**src/hw/rtl/ied_ram.sv**
```systemverilog
// Generic single-write, single-read RAM with registered read data.
// No dependencies.
module ied_ram #(
  parameter int WIDTH = 8,
  parameter int DEPTH = 64
) (
  input  logic                                       clk,
  input  logic                                       we,
  input  logic [((DEPTH > 1) ? $clog2(DEPTH) : 1)-1:0] waddr,
  input  logic [WIDTH-1:0]                           wdata,
  input  logic [((DEPTH > 1) ? $clog2(DEPTH) : 1)-1:0] raddr,
  output logic [WIDTH-1:0]                           rdata
);
  logic [WIDTH-1:0] mem [DEPTH];
  logic [WIDTH-1:0] rdata_r;

  always_ff @(posedge clk) begin
    if (we) begin
      mem[waddr] <= wdata;
    end
    rdata_r <= mem[raddr];
  end

  assign rdata = rdata_r;
endmodule

```
**config.mk**
```make
export PLATFORM = sky130hd
export DESIGN_NAME = ied_ram
export DESIGN_NICKNAME = d
export VERILOG_FILES = /design/src/hw/rtl/ied_ram.sv
export SDC_FILE = /design/constraint.sdc
export NUM_CORES = 1
export LEC_CHECK = 0
export BUFFER_PORTS_ARGS = -buffer_cell sky130_fd_sc_hd__clkbuf_2
export CAP_MARGIN = 40
export CORE_UTILIZATION = 60
export DETAILED_ROUTE_END_ITERATION = 12
export HOLD_SLACK_MARGIN = 0.08
export PLACE_DENSITY = 0.76
export SLEW_MARGIN = 5
export SYNTH_ARGS = -nofsm -noshare
export SYNTH_HDL_FRONTEND = slang
export SYNTH_SLANG_ARGS = --single-unit
export TNS_END_PERCENT = 30
```
**constraint.sdc**
```tcl
create_clock -name clk -period 5.45 [get_ports clk]
set_input_delay 0.545 -clock clk [delete_from_list [all_inputs] [get_ports clk]]
set_output_delay 0.545 -clock clk [all_outputs]
set_load 0.02 [all_outputs]
```
==> metrics.txt, run 1 <==
PortBufs 29; post-synth top area cell edfxtp_1; CP arrival 3.38 ns; Setup CP Type input port to flip-flop; DRT Pass-1 Iters 5; starting density of the core 0.615; Final HPWL DP 26.0 mm; most common cell after layout, fill and taps aside edfxtp_1; Die Y 185 um; Fillers 1950; clock root buffer master clkbuf_16; die width 185 um; Yosys reg bits 520; worst slew pin tran 0.989 ns; Synth top area share 0.762; Max Freq 341 MHz; first-pass GRT wire length 65.0 mm; Flop pwr share 0.537; CP Capture Type flip-flop; GPL Wtd Cong 0.814; Setup Buffers After CTS 0; I/O pins 30; synth warn 0; Initial DRC Count 1118; maximum clock insertion buffer count 3; Final setup violation count 0; TritonCTS buffer count 50; number of library cell types mapped by synthesis 40; sw frac 0.203; largest net degree at the start of global routing 65; Non-Filler Instances 1496; CTS tree yes; Psw 1680 uW; Area contributors post-synth edfxtp_1 76%, mux4_2 14%, nor2_1 1.5%; row cnt 66; Hold/Removal Path Class input port to flip-flop; Int Pwr 6590 uW; max_cap viols 0; final slew viol count 0; drt drc 0; commonest non-fill, non-tap cells in the layout 512 x edfxtp_1, 126 x mux4_2, 83 x nor2_1, 53 x clkbuf_16, 39 x buf_4; Cells after DPL 1401; Wirelength per Cell 29.3 um; setup tns final 0 ns; share of flip-flops with an asynchronous set or reset 0; Worst setup SP type input port; vias 9876; Final Hold Viols 0; synth-to-layout area growth 12.0%; final net count 1036; antenna violations before repair 1; Hold WS 0.459 ns; Setup Skew 0.00984 ns; Req. time, crit path 5.90 ns; layout cells sized above 1 0.269; min Tclk post-route 2.93 ns; grt ovf 0; post-synthesis instance total 940; CP max FO 24; Hold Buf Count CTS 0; Pleak 0.00712 uW; # clock sinks 520; Clk Latency, worst-skew pair 0.56 ns; cts repair resizes 0; sequential-to-total area share from yosys stat 0.770; Max VDD drop 252 uV; clock-pin transition on the worst setup and hold timing paths 0.06 ns; gr usage total 0.269; Core ar. 0.0328 sq mm; vias in the first global route 10069; Rel. slew slack 0.338; number of synthesized flops with an enable pin 512; Post-synth top flop edfxtp_1; Syn Area/Cell 21.5 sq um; Post-Syn Nets 962; status finished, final reports clean; Synth Cell Area 0.0202 sq mm; Power Density 366 mW/mm^2; H-tree depth 2; diode count 0; via/cell ratio 6.60; Final Cycle Share 0.538; Clk pwr share 0.413; Logic pwr share 0.050; die area 0.0343 sq mm; post-route ant nets 0; Final Util 0.689; RSZ-0062 raised after global routing no; detailed-route wire length 43.9 mm
[cell families after synthesis]
group                  share of synthesized area
muxes                                      0.159
AOI/OAI and AO/OA                         0.0207
and+or+nand+nor                           0.0339
buffers and inverters                     0.0157
DFF                                        0.770
[through the flow]
step / area [sq um] / total power, uW / setup slack, ns
floorplan: 20200 / 4760 / 3.24
global placement: 20700 / 4910 / 2.09
detailed placement: 20900 / 4930 / 2.05
CTS: 22600 / 8290 / 2.56
global route: 22600 / 8470 / 2.39
finish: 22600 / 8270 / 2.52
[path summary, 6_finish.rpt]
path	slack [ns]	cells past startpoint	endpoint	startpoint
hold reg to reg	0.84	3	rdata[4]	mem[31][4]
setup / recovery	2.52	7	rdata[6]	raddr[3]
setup reg to reg	3.15	5	rdata[6]	mem[29][6]
hold / removal	0.46	1	mem[3][7]	wdata[7]
[worst max-delay path: stages]
cell	delay [ns]
clkbuf_2	0.55
buf_4	0.47
nand2b_1	0.54
a211oi_1	0.12
nor4_1	0.55
nor3_1	0.25
o32ai_1	0.34
[final cells by class]
| cell class | instances | area [sq um] | share of cell area |
|---|---|---|---|
| clock buffers | 68 | 1380 | 0.0612 |
| well taps | 442 | 553 | 0.0245 |
| repair buffers | 73 | 559 | 0.0248 |
| flip-flops and latches | 520 | 15500 | 0.688 |
| clock inverters | 24 | 240 | 0.0106 |
| multi-input cells | 369 | 4320 | 0.191 |
[flip-flops by register name (all words and copies together) (netlist names)]
register and cells:
rdata 8, mem 512
[synthesized netlist by cell type (4+ instances only)]
library cell,instances
a211oi_1,4
mux2i_1,23
buf_4,13
mux4_2,126
dfxtp_1,8
nand3_1,13
nor2b_1,14
nand2b_1,7
o221ai_1,8
buf_6,4
o22ai_1,8
nor3_1,7
buf_1,4
nor2_1,83
clkbuf_1,17
nand2_1,19
a221oi_1,6
edfxtp_1,512
mux2_2,13
buf_2,11
[metal layers]
metal / track usage / up-vias / share of wire
met5: 0 / - / 0.00030
met4: 0.0929 / 2 / 0.030
met3: 0.0476 / 84 / 0.089
met2: 0.431 / 546 / 0.50
met1: 0.380 / 5170 / 0.38
li1: - / 4074 / -
[power by group through the flow]
stage          Sequential [uW]  Clock [uW]  Combinational, uW
3_5_place_dp              4520           0                408
2_1_floorplan             4530           0                236
3_3_place_gp              4520           0                391
4_1_cts                   4440        3440                412
5_1_grt                   4440        3590                436
6_report                  4440        3420                411
(Power assumes the default switching activity.)
==> run 2, diff against run 1 <==
CORE_UTILIZATION = 56   (was 60)
PLACE_DENSITY = 0.75   (was 0.76)
clock period = 2.54 ns   (was 5.45 ns; I/O delays follow)
==> metrics.txt, run 2 (synthesis gave the netlist of run 1 again) <==
sequential cell area 0.0155 sq mm (unchanged); Top reg by flops mem; Setup Skew 0.0152 ns (+0.00534 ns); maximum clock insertion buffer count 3 (unchanged); TritonCTS buffer count 51 (+2.0%); Max VDD drop 697 uV (+180%); GPL Wtd Cong 0.884 (+8.6%); max_cap viols 0 (unchanged); starting density of the core 0.568 (-0.0468); CP max FO 1 (-96%); dpl cell area 0.0216 sq mm (+3.0%); drt drc 0 (unchanged); clock-pin transition on the worst setup and hold timing paths 0.07 ns (about the same); CP Capture Type flip-flop; antenna violations before repair 3 (+2); sw frac 0.203 (-0.000207); CP arrival 2.47 ns (-0.91 ns); setup tns final 0 ns (unchanged); vias in the first global route 10159 (+0.89%); Rel. slew slack 0.467 (+0.129); layout cells sized above 1 0.310 (+0.0420); Core ar. 0.0355 sq mm (+8.2%); most used cell, CP mux4_2; gr usage total 0.253 (-0.0162); grt ovf 0 (unchanged); Int Pwr 14200 uW (+110%); Final Hold Viols 0 (unchanged); Die Y 192 um (+3.5%); Req. time, crit path 2.96 ns (-2.94 ns); slowest CP cell mux4_2; largest net degree at the start of global routing 65 (unchanged); vias 9958 (+0.83%); I/O pins 30 (unchanged); Wirelength per Cell 28.1 um (-4.2%); Max Freq 487 MHz; # clock sinks 520 (unchanged); Initial DRC Count 1261 (+13%); post-route ant nets 0 (unchanged); clock root buffer master clkbuf_16; Worst setup SP type flip-flop; Fillers 2259 (+16%); Clk Latency, worst-skew pair 0.57 ns (about the same); min Tclk post-route 2.05 ns; Clk pwr share 0.411 (-0.002); Hold/Removal Path Class input port to flip-flop; Hold Buf Count CTS 0 (unchanged); detailed-route wire length 44.6 mm (+1.5%); final worst setup slack 0.485 ns (-2.03 ns); Power Density 766 mW/mm^2 (+110%); Critical path buffers and inverters 0 (-2); row cnt 69 (+4.5%); worst slew pin tran 0.800 ns (-0.190 ns); Final setup violation count 0 (unchanged); DRT Pass-1 Iters 6 (+1); Final Cell Area 0.0232 sq mm (+2.7%); die area 0.0368 sq mm (+7.1%); crit-path leading delay family multiplexers; most common cell after layout, fill and taps aside edfxtp_1; Pleak 0.00750 uW (+5.3%); Final HPWL DP 28.4 mm (+8.9%); final net count 1106 (+6.8%); CP max stage delay 0.49 ns (-0.06 ns); final slew viol count 0 (unchanged); synth-to-layout area growth 15.0%; pre-CTS setup slack 0.00438 ns (-2.04 ns); H-tree depth 2 (unchanged); Setup Buffers After CTS 0 (unchanged); cts repair resizes 0 (unchanged); Flop pwr share 0.536 (about the same); first-pass GRT wire length 65.7 mm (+1.0%); Final Cycle Share 0.809; CTS tree yes; die width 192 um (+3.5%); Largest register FFs 512 (unchanged); RSZ-0062 raised after global routing no; Psw 3600 uW (+110%); commonest non-fill, non-tap cells in the layout 512 x edfxtp_1, 126 x mux4_2, 104 x buf_4, 83 x nor2_1, 53 x clkbuf_16; PortBufs 29 (unchanged); via/cell ratio 6.28 (-4.9%); area of the multi-input gates 0.00432 sq mm (unchanged); status finished, final reports clean; Logic pwr share 0.053 (+0.003); crit path cell chain mux4_2 > mux4_2 > o21ai_0 > nand2_1; Setup CP Type flip-flop to flip-flop
-- run 2: power by group through the flow --
stage	clock, uW	combinational [uW]	sequential [uW]
after floorplan	0	506	9710
after global placement	0	916	9710
after detailed placement	0	939	9720
after CTS	7420	943	9530
after global routing	7720	997	9530
final	7300	942	9530
-- run 2: layer usage --
metal	vias up	track usage	wire (um)
li1	4211	-	-
met1	5186	0.357	17500
met2	472	0.392	21300
met3	87	0.0539	4190
met4	2	0.0968	1520
met5	-	0	16
-- run 2: final cells by class --
type / instances / share of cell area
flip-flops and latches: 520 / 0.670
multi-input cells: 369 / 0.186
clock buffers: 64 / 0.0590
repair buffers: 142 / 0.0494
well taps: 461 / 0.0249
clock inverters: 29 / 0.0109
diodes: 1 / 0.000108
-- run 2: through the flow --
step | power [uW] | std cells | utilization | hold slack (ns)
finish | 17800 | 1586 | 0.654 | 0.202
global placement | 10600 | 1492 | 0.608 | 0.701
detailed placement | 10700 | 1492 | 0.608 | 0.701
floorplan | 10200 | 940 | - | 0.353
CTS | 17900 | 1585 | 0.654 | 0.174
global route | 18200 | 1585 | 0.654 | 0.224
-- run 2: worst paths after layout --
path              start          to  slack (ns)  cells past startpoint
min reg2reg  mem[26][4]    rdata[4]        0.85                      3
min            waddr[1]  mem[48][5]        0.20                      2
max reg2reg  mem[53][7]    rdata[7]        0.49                      4
max          mem[53][7]    rdata[7]        0.49                      4
==> run 3, diff against run 2 <==
ABC_AREA = 1   (was default)
CORE_UTILIZATION = 57   (was 56)
PLACE_DENSITY = 0.76   (was 0.75)
clock period = 1.65 ns   (was 2.54 ns; I/O delays follow)
==> metrics.txt, run 3 <==
final net count 1920 (+74%); grt ovf 0 (unchanged); synth warn 0 (unchanged); clock root buffer master clkbuf_16; most numerous cell in the Yosys netlist nand2_1; Setup CP Type flip-flop to output port; Final Hold Viols 0 (unchanged); CP arrival 1.21 ns (-1.26 ns); clock-pin transition on the worst setup and hold timing paths 0.06 ns (about the same); Max Freq 730 MHz; Initial DRC Count 1678 (+33%); # clock sinks 520 (unchanged); Final HPWL DP 30.9 mm (+8.9%); drt drc 0 (unchanged); min Tclk post-route 1.37 ns; largest net degree at the start of global routing 71 (+9.2%); Post-synth top flop edfxtp_1; vias in the first global route 14189 (+40%); RSZ-0062 raised after global routing no; Clk Latency, worst-skew pair 0.59 ns (+0.02 ns); Req. time, crit path 1.48 ns (-1.48 ns); worst slew pin tran 0.643 ns (-0.156 ns); most common cell after layout, fill and taps aside nand2_1; CP max FO 1 (unchanged); via/cell ratio 6.02 (-4.2%); Die Y 195 um (+1.9%); Wirelength per Cell 22.3 um (-21%); status finished, final reports clean; post-synthesis instance total 1805 (+92%); Worst setup SP type flip-flop; Syn Area/Cell 11.8 sq um (-45%); crit path cell chain clkbuf_2; post-synth top area cell edfxtp_1; Critical path buffers and inverters 1 (+1); CTS tree yes; share of flip-flops with an asynchronous set or reset 0 (unchanged); Cells after DPL 2311 (+55%); synth-to-layout area growth 13.2%; starting density of the core 0.581 (+0.0131); Post-Syn Nets 1827 (+90%); Pleak 0.00891 uW (+19%); vias 14474 (+45%); Power Density 1150 mW/mm^2 (+50%); GPL Wtd Cong 0.960 (+8.6%); Top reg by flops mem; number of library cell types mapped by synthesis 16 (-60%); Largest register FFs 512 (unchanged); post-route ant nets 0 (unchanged); detailed-route wire length 53.7 mm (+21%); Setup Buffers After CTS 0 (unchanged); Final Cycle Share 0.830; final worst setup slack 0.280 ns (-0.205 ns); crit-path leading delay family flip-flops; sequential-to-total area share from yosys stat 0.728 (-0.0423); Non-Filler Instances 2406 (+52%); Hold/Removal Path Class input port to flip-flop; pre-CTS setup slack -0.0213 ns (-0.0257 ns); Synth Cell Area 0.0213 sq mm (+5.8%); die width 195 um (+1.9%); H-tree depth 2 (unchanged); number of synthesized flops with an enable pin 512 (unchanged); diode count 0 (-1); antenna violations before repair 0 (-3); Max VDD drop 1040 uV (+50%); row cnt 70 (+1.4%); slowest CP cell dfxtp_1; PortBufs 29 (unchanged); Synth top area share 0.720 (-0.0419); Final setup violation count 0 (unchanged); CP max stage delay 0.42 ns (-0.07 ns); final slew viol count 0 (unchanged); max_cap viols 0 (unchanged); I/O pins 30 (unchanged); TritonCTS buffer count 51 (unchanged); DRT Pass-1 Iters 5 (-1); commonest non-fill, non-tap cells in the layout 648 x nand2_1, 512 x edfxtp_1, 439 x nand3_1, 95 x buf_4, 56 x nor2_1; first-pass GRT wire length 82.2 mm (+25%); Core ar. 0.0367 sq mm (+3.4%); Post-synth top cells 648 x nand2_1, 512 x edfxtp_1, 439 x nand3_1; Setup Skew 0.0217 ns (+0.00654 ns); layout cells sized above 1 0.115 (-0.196); CP Capture Type output port; Yosys reg bits 520 (unchanged); die area 0.0382 sq mm (+3.9%); gr usage total 0.288 (+0.0345); Rel. slew slack 0.571 (+0.104); maximum clock insertion buffer count 3 (unchanged); Area contributors post-synth edfxtp_1 72%, nand2_1 11%, nand3_1 10%
[run 3: cell count changes after synthesis, moves of 14 or more]
| cell | previous run | this run |
|---|---|---|
| nand2_1 | 19 | 648 |
| buf_2 | 11 | 37 |
| mux4_2 | 126 | 0 |
| buf_6 | 4 | 35 |
| nand3_1 | 13 | 439 |
| mux2i_1 | 23 | 0 |
| nor2_1 | 83 | 56 |
| nor2b_1 | 14 | 0 |
[run 3: power breakdown]
part / switching (uW) / total, uW / internal, uW
combinational: 1350 / 1890 / 536
clock: 4730 / 11300 / 6530
sequential: 51.3 / 14700 / 14600
total: 6140 / 27800 / 21700
[run 3: repair_timing]
item / in CTS / in global routing
setup endpoints to repair: 0 / 0
hold endpoints to repair: 14 / 0
hold buffers: 2 / 0
gates resized for setup: 0 / 0
[run 3: worst paths after layout]
check	startpoint	to	slack (ns)	cells after the start
max	rdata[5]	rdata[5]	0.28	1
min	wdata[4]	mem[8][4]	0.06	2
max reg2reg	mem[15][1]	rdata[1]	0.30	8
min reg2reg	mem[41][3]	rdata[3]	0.84	8
[run 3: logic make-up after synthesis]
| kind of cell | after synthesis | share of synthesized area |
|---|---|---|
| flip-flops | 520 | 0.728 |
| AND/OR/NAND/NOR | 1160 | 0.232 |
| buffers and inverters | 125 | 0.0402 |
[run 3: layer usage]
layer	GRT usage	share of wire	up-vias	routed length (um)
met2	0.460	0.47	832	25500
li1	-	-	6521	-
met3	0.0497	0.10	160	5500
met4	0.149	0.048	0	2600
met1	0.382	0.38	6961	20100
met5	0	0	-	0
[run 3: final cells by class]
class                      instances  area, sq um
fill                            2516        12500
multi-input combinational       1160         4950
sequential                       520        15500
timing repair buffer             153         1440
tap                              468          586
inverter                          12         52.6
clock buffer                      72         1410
clock inverter                    21          200
[run 3: through the flow]
stage	utilization	area [sq um]	TNS [ns]	power, uW	hold slack [ns]
after CTS	0.658	24200	0	27900	0.0897
after global routing	0.658	24200	0	28500	0.0950
after detailed placement	0.614	22500	-0.0213	16800	0.590
after floorplan	-	21300	-17.99	16000	0.264
final	0.658	24200	0	27800	0.0643
after global placement	0.614	22500	0	16700	0.583
