File: src/hw/rtl/ied_pkg.sv
// Shared constants, types and helpers for the indel edit distance block.
// No dependencies; every other file except ied_ram imports this package.
package ied_pkg;

  localparam int MAX_LEN  = 64;
  localparam int CHAR_W   = 8;
  localparam int OPCODE_W = 2;
  localparam int DIST_W   = 8;
  localparam int LEN_W    = $clog2(MAX_LEN + 1);
  localparam int ADDR_W   = (MAX_LEN > 1) ? $clog2(MAX_LEN) : 1;
  // costs reach at most 2*MAX_LEN
  localparam int COST_W   = $clog2(2 * MAX_LEN + 1);
  localparam int DIST_SAT = 255;

  typedef logic [CHAR_W-1:0]   char_t;
  typedef logic [OPCODE_W-1:0] opcode_t;
  typedef logic [LEN_W-1:0]    len_t;
  typedef logic [ADDR_W-1:0]   addr_t;
  typedef logic [COST_W-1:0]   cost_t;
  typedef logic [DIST_W-1:0]   dist_t;

  localparam opcode_t OP_LOAD_FIRST  = 2'd0;
  localparam opcode_t OP_LOAD_SECOND = 2'd1;
  localparam opcode_t OP_COMPUTE     = 2'd2;

  typedef enum logic [1:0] {
    ST_IDLE,
    ST_FEED,
    ST_DRAIN,
    ST_DONE
  } state_t;

  // one wavefront slot handed from cell to cell
  typedef struct packed {
    logic  valid;
    logic  last;
    char_t ch;
    cost_t cur;   // D[i][j]
    cost_t prev;  // D[i][j-1]
  } wave_t;

  function automatic dist_t sat_dist(cost_t c);
    logic [31:0] w;
    w = 32'(c);
    return (w > 32'(DIST_SAT)) ? dist_t'(DIST_SAT) : w[DIST_W-1:0];
  endfunction

endpackage

File: src/hw/rtl/ied_cell.sv
// One column of the edit distance wavefront: holds a character of the first
// string and its running cost. Depends on ied_pkg.
module ied_cell (
  input  logic          clk,
  input  logic          rst_n,
  input  logic          load_en,
  input  ied_pkg::char_t load_char,
  input  logic          start,
  input  ied_pkg::cost_t init_cost,
  input  logic          active,
  input  ied_pkg::wave_t wave_in,
  output ied_pkg::wave_t wave_out
);
  import ied_pkg::*;

  char_t             char_r;
  cost_t             above_r;
  logic              valid_r;
  logic              last_r;
  char_t             ch_r;
  cost_t             cur_r;
  cost_t             prev_r;
  logic [COST_W:0]   left1;
  logic [COST_W:0]   up1;
  logic [COST_W:0]   diag2;
  logic [COST_W:0]   best;
  cost_t             val;

  always_comb begin
    left1 = {1'b0, wave_in.cur} + (COST_W+1)'(1);
    up1   = {1'b0, above_r} + (COST_W+1)'(1);
    diag2 = {1'b0, wave_in.prev} + (COST_W+1)'(2);
    best  = (left1 < up1) ? left1 : up1;
    best  = (diag2 < best) ? diag2 : best;
    if (char_r == wave_in.ch) begin
      val = wave_in.prev;
    end else begin
      val = best[COST_W-1:0];
    end
  end

  always_ff @(posedge clk) begin
    if (!rst_n) begin
      valid_r <= 1'b0;
    end else begin
      valid_r <= wave_in.valid;
    end
  end

  always_ff @(posedge clk) begin
    if (load_en) begin
      char_r <= load_char;
    end
    if (start) begin
      above_r <= init_cost;
    end else if (wave_in.valid && active) begin
      above_r <= val;
    end
    last_r <= wave_in.last;
    ch_r   <= wave_in.ch;
    // columns past the first string's end pass the wavefront through
    if (active) begin
      cur_r  <= val;
      prev_r <= above_r;
    end else begin
      cur_r  <= wave_in.cur;
      prev_r <= wave_in.prev;
    end
  end

  assign wave_out = '{valid: valid_r, last: last_r, ch: ch_r, cur: cur_r, prev: prev_r};
endmodule

File: config.mk
export PLATFORM = sky130hd
export DESIGN_NAME = ied_cell
export DESIGN_NICKNAME = d
export VERILOG_FILES = /design/src/hw/rtl/ied_pkg.sv /design/src/hw/rtl/ied_cell.sv
export SDC_FILE = /design/constraint.sdc
export NUM_CORES = 1
export LEC_CHECK = 0
export ABC_CLOCK_PERIOD_IN_PS = 5050
export BUFFER_PORTS_ARGS = -buffer_cell sky130_fd_sc_hd__clkbuf_2
export CORE_AREA = 8 8 81 83
export DETAILED_ROUTE_END_ITERATION = 8
export DIE_AREA = 0 0 89 91
export PLACE_DENSITY = 0.75
export SLEW_MARGIN = 20
export SYNTH_ARGS = -nofsm -noshare
export SYNTH_HDL_FRONTEND = slang
export SYNTH_SLANG_ARGS = --single-unit
File: constraint.sdc
create_clock -name clk -period 5.05 [get_ports clk]
set_input_delay 0 -clock clk [delete_from_list [all_inputs] [get_ports clk]]
set_output_delay 0 -clock clk [all_outputs]
set_load 0.05 [all_outputs]
==> impl_results.md, run 1 <==
- Syn Area/Cell: 9.317 sq um
- Via density: 5.430
- CTS root buffer: clkbuf_8
- Synth area leaders: dfxtp_1 21%, edfxtp_1 19%, ha_1 8.9%
- Cell internal pwr: 740.8 uW
- Buffers added on ports: 72
- Comb power frac: 48.3%
- DRT Pass-1 Iters: 5
- Worst hold path class: input pin to flip-flop
- Share of cells above drive strength 1: 26.22%
- Post-route ant nets: 0
- Reg clk slew, reported paths: 0.09 ns
- Drt total wl: 7354 um
- TritonCTS Buffers: 5
- Post-synth top cells: 40 x nand2_1, 26 x dfxtp_1, 18 x ha_1
- Yosys top cell area share: 20.61%
- Worst EP required: 5.09 ns
- Final hold viol count: 0
- Clock power share: 17.0%
- Ant. Diodes: 0
- Asr flop ratio synth: 0%
- Min-Delay Endpoint: cur_r[5]
- Max Slew Vio Count: 0
- H-tree Lvls: 2
- Reg-to-reg setup timing slack: 0.35 ns
- Drt wl/cell: 16.64 um
- Ys Warns: 0
- DR iter-0 viols: 139
- Unrepaired setup endpoints after global routing: no
- DP Wirelength: 5416 um
- P_leak: 0.001461 uW
- Core Footprint: 0.005338 sq mm
- First-pass GRT wire length: 11920 um
- Worst Setup End Kind: flip-flop
- Clock skew: 0.005939 ns
- Initial antenna violation count: 0
- Clock sinks: 42
- CTS Buffer Depth: 2
- # placed instances: 406
- Worst EP arrival: 4.74 ns
- WHS: 0.006593 ns
- Hold path depth: 3
- Max-Cap Viols: 0
- Fillers: 469
- Routability cong.: 0.9254
- Cell variety after synth: 45
- Sequential cell fraction of total power: 34.7%
- Row Count: 27
- Startpoint Class: flip-flop
- Setup bufs post-CTS: 0
- Tot Pwr: 1299 uW
- Layout Nets: 434
- Worst slew margin: 69.81%
- Die Area: 0.008099 sq mm
- Cell taking the most area after synthesis: dfxtp_1
- Endpoints failing setup: 0
- NetSw: 558.6 uW
- DRC viols: 0
- Mapped Area: 0.002525 sq mm
- Worst Tran Pin Value: 0.4414 ns
- Switch share: 42.99%
- Max Clk Rate: 0.2127 GHz
- Tcrit/Tclk final: 93.11%
- GRT overflow: 0
- Peak supply drop: 0.2377 mV
- FF+latch count, synth: 42
- Gr usage total: 18.95%
- Final core utilization: 61.88%
- Synth Flop Type: dfxtp_1
- TNS Setup: 0 ns
- Reg2Reg Capture Point: above_r[2]
- Area growth from synthesis to layout: 30.82%
- Starting density of the core: 47.30%
- Vias: 2400
- # IOs: 73
- Reg2Reg Depth: 18
- Syn Nets: 336
- Non-Filler Instances: 442
- Post-synth EDFFs: 16
- Critical Path Fanout Max: 7
- Period minus WS final: 4.702 ns
- TritonCTS clock tree: built
- Clk Latency, worst-skew pair: 0.30 ns
- Cell count after synthesis: 271
- Largest net degree at the start of global routing: 25
- Reg2Reg Launch Point: above_r[0]
- Most frequent cell after synthesis: nand2_1
- PD cells: 393.4 mW/mm^2
- Seq/Total Area, Yosys: 39.64%
- Critical path type: flip-flop to flip-flop
- Status: finished, final reports clean
- Die height: 91 um
- Horiz. Die Dim: 89 um
- Vias in the first global route: 2419
- Hold_sp: wave_in[13]
critical path, cell delays in order (launching register included):
cell	delay, ns
edfxtp_1	0.47
ha_1	0.28
nand3_1	0.11
xor2_1	0.27
ha_1	0.30
a21oi_1	0.12
o21ai_0	0.09
a221o_1	0.37
o21bai_1	0.26
nand2_1	0.20
mux2i_2	0.38
ha_1	0.22
a21oi_1	0.06
o21ai_0	0.22
a211oi_1	0.13
o31a_1	0.13
a21oi_1	0.41
mux2i_1	0.29
o211ai_1	0.12
registers in the layout, indices dropped and copies added (netlist names):
register and flops:
ch_r 8, cur_r 8, last_r 1, valid_r 1
prev_r 8, char_r 8, above_r 8
placed cells by master, fill, tap and decap left out, drive strengths merged, types with 3 or more instances in the layout:
| cell type | instances |
|---|---|
| o211ai | 4 |
| nor2 | 11 |
| edfxtp | 16 |
| xor2 | 5 |
| xnor2 | 14 |
| mux2i | 4 |
| a21oi | 13 |
| nand3 | 17 |
| nor3 | 4 |
| nand2 | 40 |
| dfxtp | 26 |
| o31a | 6 |
| inv | 11 |
| dlygate4sd3 | 28 |
| clkbuf | 77 |
| o221ai | 8 |
| o21a | 3 |
| a2111oi | 4 |
| nand2b | 3 |
| o21ai | 16 |
| ha | 18 |
| mux2 | 7 |
| or2 | 4 |
| a21o | 5 |
stage by stage:
stage          setup slack [ns]  area [sq um]
2_1_floorplan            0.8875          2525
3_3_place_gp             0.3133          2930
3_5_place_dp             0.2531          2930
4_1_cts                  0.2289          3301
5_1_grt                 0.07686          3303
6_report                 0.3479          3303
cell type report:
type | count | area, sq um | share of cell area, %
multi-input cells | 208 | 1433 | 43.37
inverters | 11 | 41.29 | 1.250
well taps | 72 | 90.09 | 2.727
clock inverters | 3 | 21.27 | 0.6439
flip-flops and latches | 42 | 1001 | 30.30
clock buffers | 5 | 68.82 | 2.083
repair buffers | 101 | 648.1 | 19.62
cells by family after synthesis:
kind of cell    synth area share [%]
fa+ha+maj                      8.920
mux                            4.856
xor+xnor                       6.591
flops                          39.64
simple gates                   16.50
compound gates                 19.77
buf+inv                        3.717
routing by layer:
metal	track usage (%)	part of all wire [%]	routed length (um)
met1	23.64	43	3134
met2	31.54	49	3595
met3	3.874	7.0	513
met4	5.825	1.5	110
met5	0	0	0
power groups by stage:
stage	combinational, uW	sequential [uW]	clock, uW
after floorplan	339	572	0
after global placement	590	456	0
after detailed placement	596	457	0
after CTS	617	450	226
after global routing	681	458	236
final	627	451	221
timing repair:
action / in CTS / in global routing
hold buffers: 28 / 0
gates resized for setup: 0 / 3
hold endpoints to repair: 27 / 0
setup endpoints to repair: 0 / 7
worst max-delay path by stage:
stage | end | slack [ns] | start
2_1_floorplan | above_r[1] | 0.89 | above_r[0]
3_3_place_gp | above_r[1] | 0.31 | above_r[0]
3_5_place_dp | above_r[1] | 0.25 | above_r[0]
4_1_cts | above_r[1] | 0.23 | above_r[0]
5_1_grt | above_r[1] | 0.08 | above_r[0]
6_report | above_r[2] | 0.35 | above_r[0]
(Power assumes the default switching activity.)
==> run 2: changes to the inputs <==
Settings changed: BUFFER_PORTS_ARGS -buffer_cell sky130_fd_sc_hd__clkbuf_2 to -buffer_cell sky130_fd_sc_hd__buf_4, CORE_AREA 8 8 81 83 to 8 8 89 91, DIE_AREA 0 0 89 91 to 0 0 97 99, PLACE_DENSITY 0.75 to unset, REMOVE_ABC_BUFFERS set to 1.
==> run 2 against run 1 <==
Hold slack worse by 0.0044 ns. Sequential power about the same. Via count up 2.4%. Count of clock-buffer cells in the layout unchanged. Highest routed layer unchanged. Critical path type unchanged.
==> impl_results.md, run 2 (synthesis results as in run 1) <==
- Worst Setup End Kind: flip-flop
- Footprint of the multi-input gates: 0.001435 sq mm
- PD cells: 373.9 mW/mm^2
- Sequential cell fraction of total power: 34.0%
- TritonCTS clock tree: built
- Tot Pwr: 1332 uW
- Tcrit/Tclk final: 91.77%
- Row Count: 30
- Switch share: 41.72%
- # placed instances: 414
- TritonCTS Buffers: 5
- Via density: 5.376
- Reg-to-reg setup timing slack: 0.42 ns
- Max-Cap Viols: 0
- Clock power share: 16.2%
- Gr usage total: 15.36%
- Worst slew margin: 61.99%
- Layout Nets: 441
- Fillers: 612
- Min-Delay Endpoint: above_r[4]
- H-tree Lvls: 2
- TNS Setup: 0 ns
- Most frequent cells in the layout: 73 x buf_4, 40 x nand2_1, 35 x dlygate4sd3_1
- Drt wl/cell: 16.49 um
- Max Slew Vio Count: 0
- Max Clk Rate: 0.2158 GHz
- Cell internal pwr: 776.5 uW
- Ant. Diodes: 0
- Drt total wl: 7537 um
- Die Area: 0.009603 sq mm
- Final hold viol count: 0
- Setup bufs post-CTS: 0
- P_leak: 0.001543 uW
- # IOs: 73
- Share of cells above drive strength 1: 25.99%
- NetSw: 555.9 uW
- Setup ws final: 0.4154 ns
- Horiz. Die Dim: 97 um
- GRT overflow: 0
- Worst EP required: 5.10 ns
- Critical Path Fanout Max: 10
- Peak supply drop: 0.2402 mV
- CTS root buffer: clkbuf_8
- CTS Buffer Depth: 2
- Clk Latency, worst-skew pair: 0.29 ns
- Routability cong.: 0.8935
- Worst Tran Pin Value: 0.5558 ns
- Core Footprint: 0.006569 sq mm
- Non-Filler Instances: 457
- Initial antenna violation count: 0
- Clock skew: 0.009230 ns
- Vias: 2457
- Buffers added on ports: 72
- Unrepaired setup endpoints after global routing: no
- Reg2Reg Capture Point: above_r[1]
- Period minus WS final: 4.635 ns
- Die height: 99 um
- DP Worst Slack: 0.2051 ns
- Vias in the first global route: 2481
- DP Wirelength: 5744 um
- Endpoints failing setup: 0
- DR iter-0 viols: 141
- Critical path type: flip-flop to flip-flop
- Startpoint Class: flip-flop
- Status: finished, final reports clean
- Most common cell after layout, fill and taps aside: buf_4
- Comb power frac: 49.8%
- Worst EP arrival: 4.69 ns
- Clock sinks: 42
- DRC viols: 0
- WHS: 0.002202 ns
- Post-route ant nets: 0
- Reg clk slew, reported paths: 0.09 ns
- Reg2Reg Launch Point: above_r[2]
- Starting density of the core: 38.44%
- Hold path depth: 3
- Reg2Reg Depth: 18
- Reg area: 0.001001 sq mm
- Hold_sp: init_cost[4]
- Area growth from synthesis to layout: 41.13%
- DRT Pass-1 Iters: 5
- Largest net degree at the start of global routing: 25
- Worst hold path class: input pin to flip-flop
- First-pass GRT wire length: 12220 um
==> run 2: layout make-up <==
| cell class | count | share of cell area [%] |
|---|---|---|
| multi-input combinational | 208 | 40.27 |
| sequential | 42 | 28.09 |
| timing repair buffer | 108 | 25.21 |
| tap | 80 | 2.809 |
| clock buffer | 5 | 1.931 |
| inverter | 11 | 1.159 |
| clock inverter | 3 | 0.5267 |
==> run 2: repair_timing <==
item	4_1_cts	5_1_grt
hold endpoints to repair	41	0
hold buffers	35	0
setup endpoints to repair	0	12
resized for setup	0	4
==> run 2: worst max path at each step <==
stage	startpoint	endpoint	depth (start not counted)
after floorplan	above_r[0]	above_r[1]	17
final	above_r[2]	above_r[1]	18
after detailed placement	above_r[0]	above_r[1]	18
after CTS	above_r[0]	above_r[1]	18
after global routing	above_r[0]	above_r[1]	18
after global placement	above_r[0]	above_r[1]	18
==> run 2: stage by stage <==
stage / utilization, % / instance area [sq um]
after floorplan: - / 2472
after global placement: 47.50 / 3120
after detailed placement: 47.50 / 3120
after CTS: 54.17 / 3558
after global routing: 54.25 / 3563
final: 54.25 / 3563
==> run 2: power groups by stage <==
stage | clock (uW) | sequential (uW) | combinational, uW
global route | 237 | 460 | 722
CTS | 223 | 452 | 657
finish | 216 | 453 | 663
global placement | 0 | 460 | 632
floorplan | 0 | 575 | 319
detailed placement | 0 | 459 | 631
==> run 2: worst max-delay path, stage by stage, from the launching register on <==
cell      delay [ns]
edfxtp_1        0.52
nand3_2         0.17
nor2_1          0.19
nand3_1         0.11
xor2_1          0.17
ha_1            0.21
a211o_1         0.28
a221o_1         0.28
o21bai_1        0.28
and3_1          0.26
or2_2           0.29
ha_1            0.27
nand2_1         0.07
o21ai_0         0.10
a211oi_1        0.29
o31a_1          0.21
a21o_2          0.25
o22ai_1         0.13
a221o_1         0.30
==> run 2: per-layer routing <==
layer  vias up  part of all wire (%)  track usage (%)
li1       1204                     -                -
met1      1163                    44            18.72
met2        78                    49            26.25
met3        12                   5.5            3.499
met4         0                   1.5            4.379
met5         -                     0                0
==> run 3: changes to the inputs <==
Settings changed: CORE_AREA 8 8 89 91 to 8 8 97 99, DIE_AREA 0 0 97 99 to 0 0 105 107, REMOVE_ABC_BUFFERS 1 to unset.
==> run 3 against run 2 <==
Non-clock buffer count is 1 lower. Critical path depth decreased by 1. Critical path type unchanged. Setup slack got worse by 0.00089 ns. Via count shrank 2.4%. Fmax about the same. Final area grew 0.81%. Register-to-register slack is essentially flat. Utilization decreased by 8.9 points. Largest cell class unchanged. Largest power group unchanged. Wire length decreased by 0.34%. Die area increased by 17%. Clock power is essentially flat.
==> impl_results.md, run 3 (synthesis results as in run 1) <==
- Drt wl/cell: 15.62 um
- Max Slew Vio Count: 0
- Worst Setup End Kind: flip-flop
- Sequential cell fraction of total power: 33.7%
- Endpoints failing setup: 0
- Reg-to-reg setup timing slack: 0.41 ns
- Startpoint Class: flip-flop
- TNS Setup: 0 ns
- Vias in the first global route: 2480
- Die height: 107 um
- GRT overflow: 0
- DP Wirelength: 5776 um
- DR iter-0 viols: 188
- Vias: 2399
- Area growth from synthesis to layout: 42.27%
- Cell internal pwr: 777.4 uW
- Share of cells above drive strength 1: 26.33%
- Buffers added on ports: 72
- Peak supply drop: 0.3371 mV
- Horiz. Die Dim: 105 um
- First-pass GRT wire length: 12090 um
- Largest net degree at the start of global routing: 25
- Most frequent cells in the layout: 73 x buf_4, 40 x nand2_1, 34 x dlygate4sd3_1
- Final hold viol count: 0
- NetSw: 558.3 uW
- Worst slew margin: 59.60%
- Final core utilization: 45.31%
- TritonCTS Buffers: 5
- # placed instances: 439
- Clk Latency, worst-skew pair: 0.29 ns
- Ant. Diodes: 0
- Die Area: 0.01124 sq mm
- Worst EP required: 5.10 ns
- DRC viols: 0
- P_leak: 0.001535 uW
- Status: finished, final reports clean
- Non-Filler Instances: 481
- Drt total wl: 7511 um
- DRT Pass-1 Iters: 4
- Critical path type: flip-flop to flip-flop
- Via density: 4.988
- TritonCTS clock tree: built
- Tcrit/Tclk final: 91.79%
- Max-Cap Viols: 0
- Routability cong.: 0.8960
- CTS root buffer: clkbuf_8
- Period minus WS final: 4.636 ns
- Layout Nets: 440
- Worst hold path class: input pin to flip-flop
- Clock skew: 0.01042 ns
- Gr usage total: 13.12%
- Reg area: 0.001001 sq mm
- H-tree Lvls: 2
- Unrepaired setup endpoints after global routing: no
- Fillers: 775
- Starting density of the core: 31.85%
- Most common cell after layout, fill and taps aside: buf_4
- Clock power share: 16.1%
- Worst Tran Pin Value: 0.5907 ns
- Post-route ant nets: 0
- Worst EP arrival: 4.68 ns
- Row Count: 33
- CTS Buffer Depth: 2
- Switch share: 41.79%
- Clock sinks: 42
- Initial antenna violation count: 0
- Comb power frac: 50.2%
- Footprint of the multi-input gates: 0.001440 sq mm
- # IOs: 73
- Max Clk Rate: 0.2157 GHz
- PD cells: 371.8 mW/mm^2
- Critical Path Fanout Max: 10
- Reg clk slew, reported paths: 0.08 ns
- Core Footprint: 0.007928 sq mm
-- run 3: repair_timing --
action / 4_1_cts / 5_1_grt
setup endpoints to repair: 0 / 12
hold endpoints to repair: 40 / 0
resized for setup: 0 / 6
buffers inserted: 0 / 0
hold buffers: 34 / 0
-- run 3: worst max-delay path: stages (launching register included) --
cell and delay (ns):
edfxtp_1 0.47, ha_1 0.27, xnor2_1 0.29, ha_1 0.31, a21oi_1 0.14, o21ai_0 0.10, a221o_1 0.36, o21bai_1 0.28
a21oi_1 0.31, a21o_1 0.14, ha_1 0.25, a21oi_1 0.14, o21ai_0 0.14, a211oi_1 0.34, o31a_1 0.21, a21o_2 0.25
o22ai_1 0.12, a221o_1 0.30
-- run 3: per-stage QoR --
step | hold slack (ns) | area, sq um | total power [uW] | worst slack [ns]
after global placement | 0.1045 | 3152 | 1090 | 0.2615
after CTS | 0.001876 | 3582 | 1337 | 0.1828
after global routing | 0.01242 | 3592 | 1425 | 0.01794
final | 0.006373 | 3592 | 1336 | 0.4145
after detailed placement | 0.1054 | 3152 | 1095 | 0.2129
after floorplan | 0.02772 | 2525 | 910.8 | 0.8875
-- run 3: worst paths after layout --
path           startpoint          to  depth (start not counted)
max            above_r[0]  above_r[1]                         17
min          init_cost[4]  above_r[4]                          3
max reg2reg    above_r[0]  above_r[1]                         17
min reg2reg    above_r[1]   prev_r[1]                          2
-- run 3: cell type report --
| class | instances | area share [%] |
|---|---|---|
| multi-input cells | 208 | 40.09 |
| clock buffers | 5 | 1.916 |
| clock inverters | 3 | 0.5921 |
| well taps | 105 | 3.657 |
| repair buffers | 107 | 24.73 |
| inverters | 11 | 1.149 |
| flip-flops and latches | 42 | 27.86 |
-- run 3: routing by layer --
layer  track usage, %  share of wire, %
met1            15.98                46
met2            22.71                49
met3            3.239               4.5
met4            3.160              0.67
met5                0                 0
-- run 3: power groups by stage --
stage / logic, uW / clock network (uW) / registers [uW]
2_1_floorplan: 339 / 0 / 572
4_1_cts: 662 / 225 / 450
3_5_place_dp: 638 / 0 / 457
6_report: 670 / 215 / 450
3_3_place_gp: 634 / 0 / 456
5_1_grt: 734 / 235 / 456
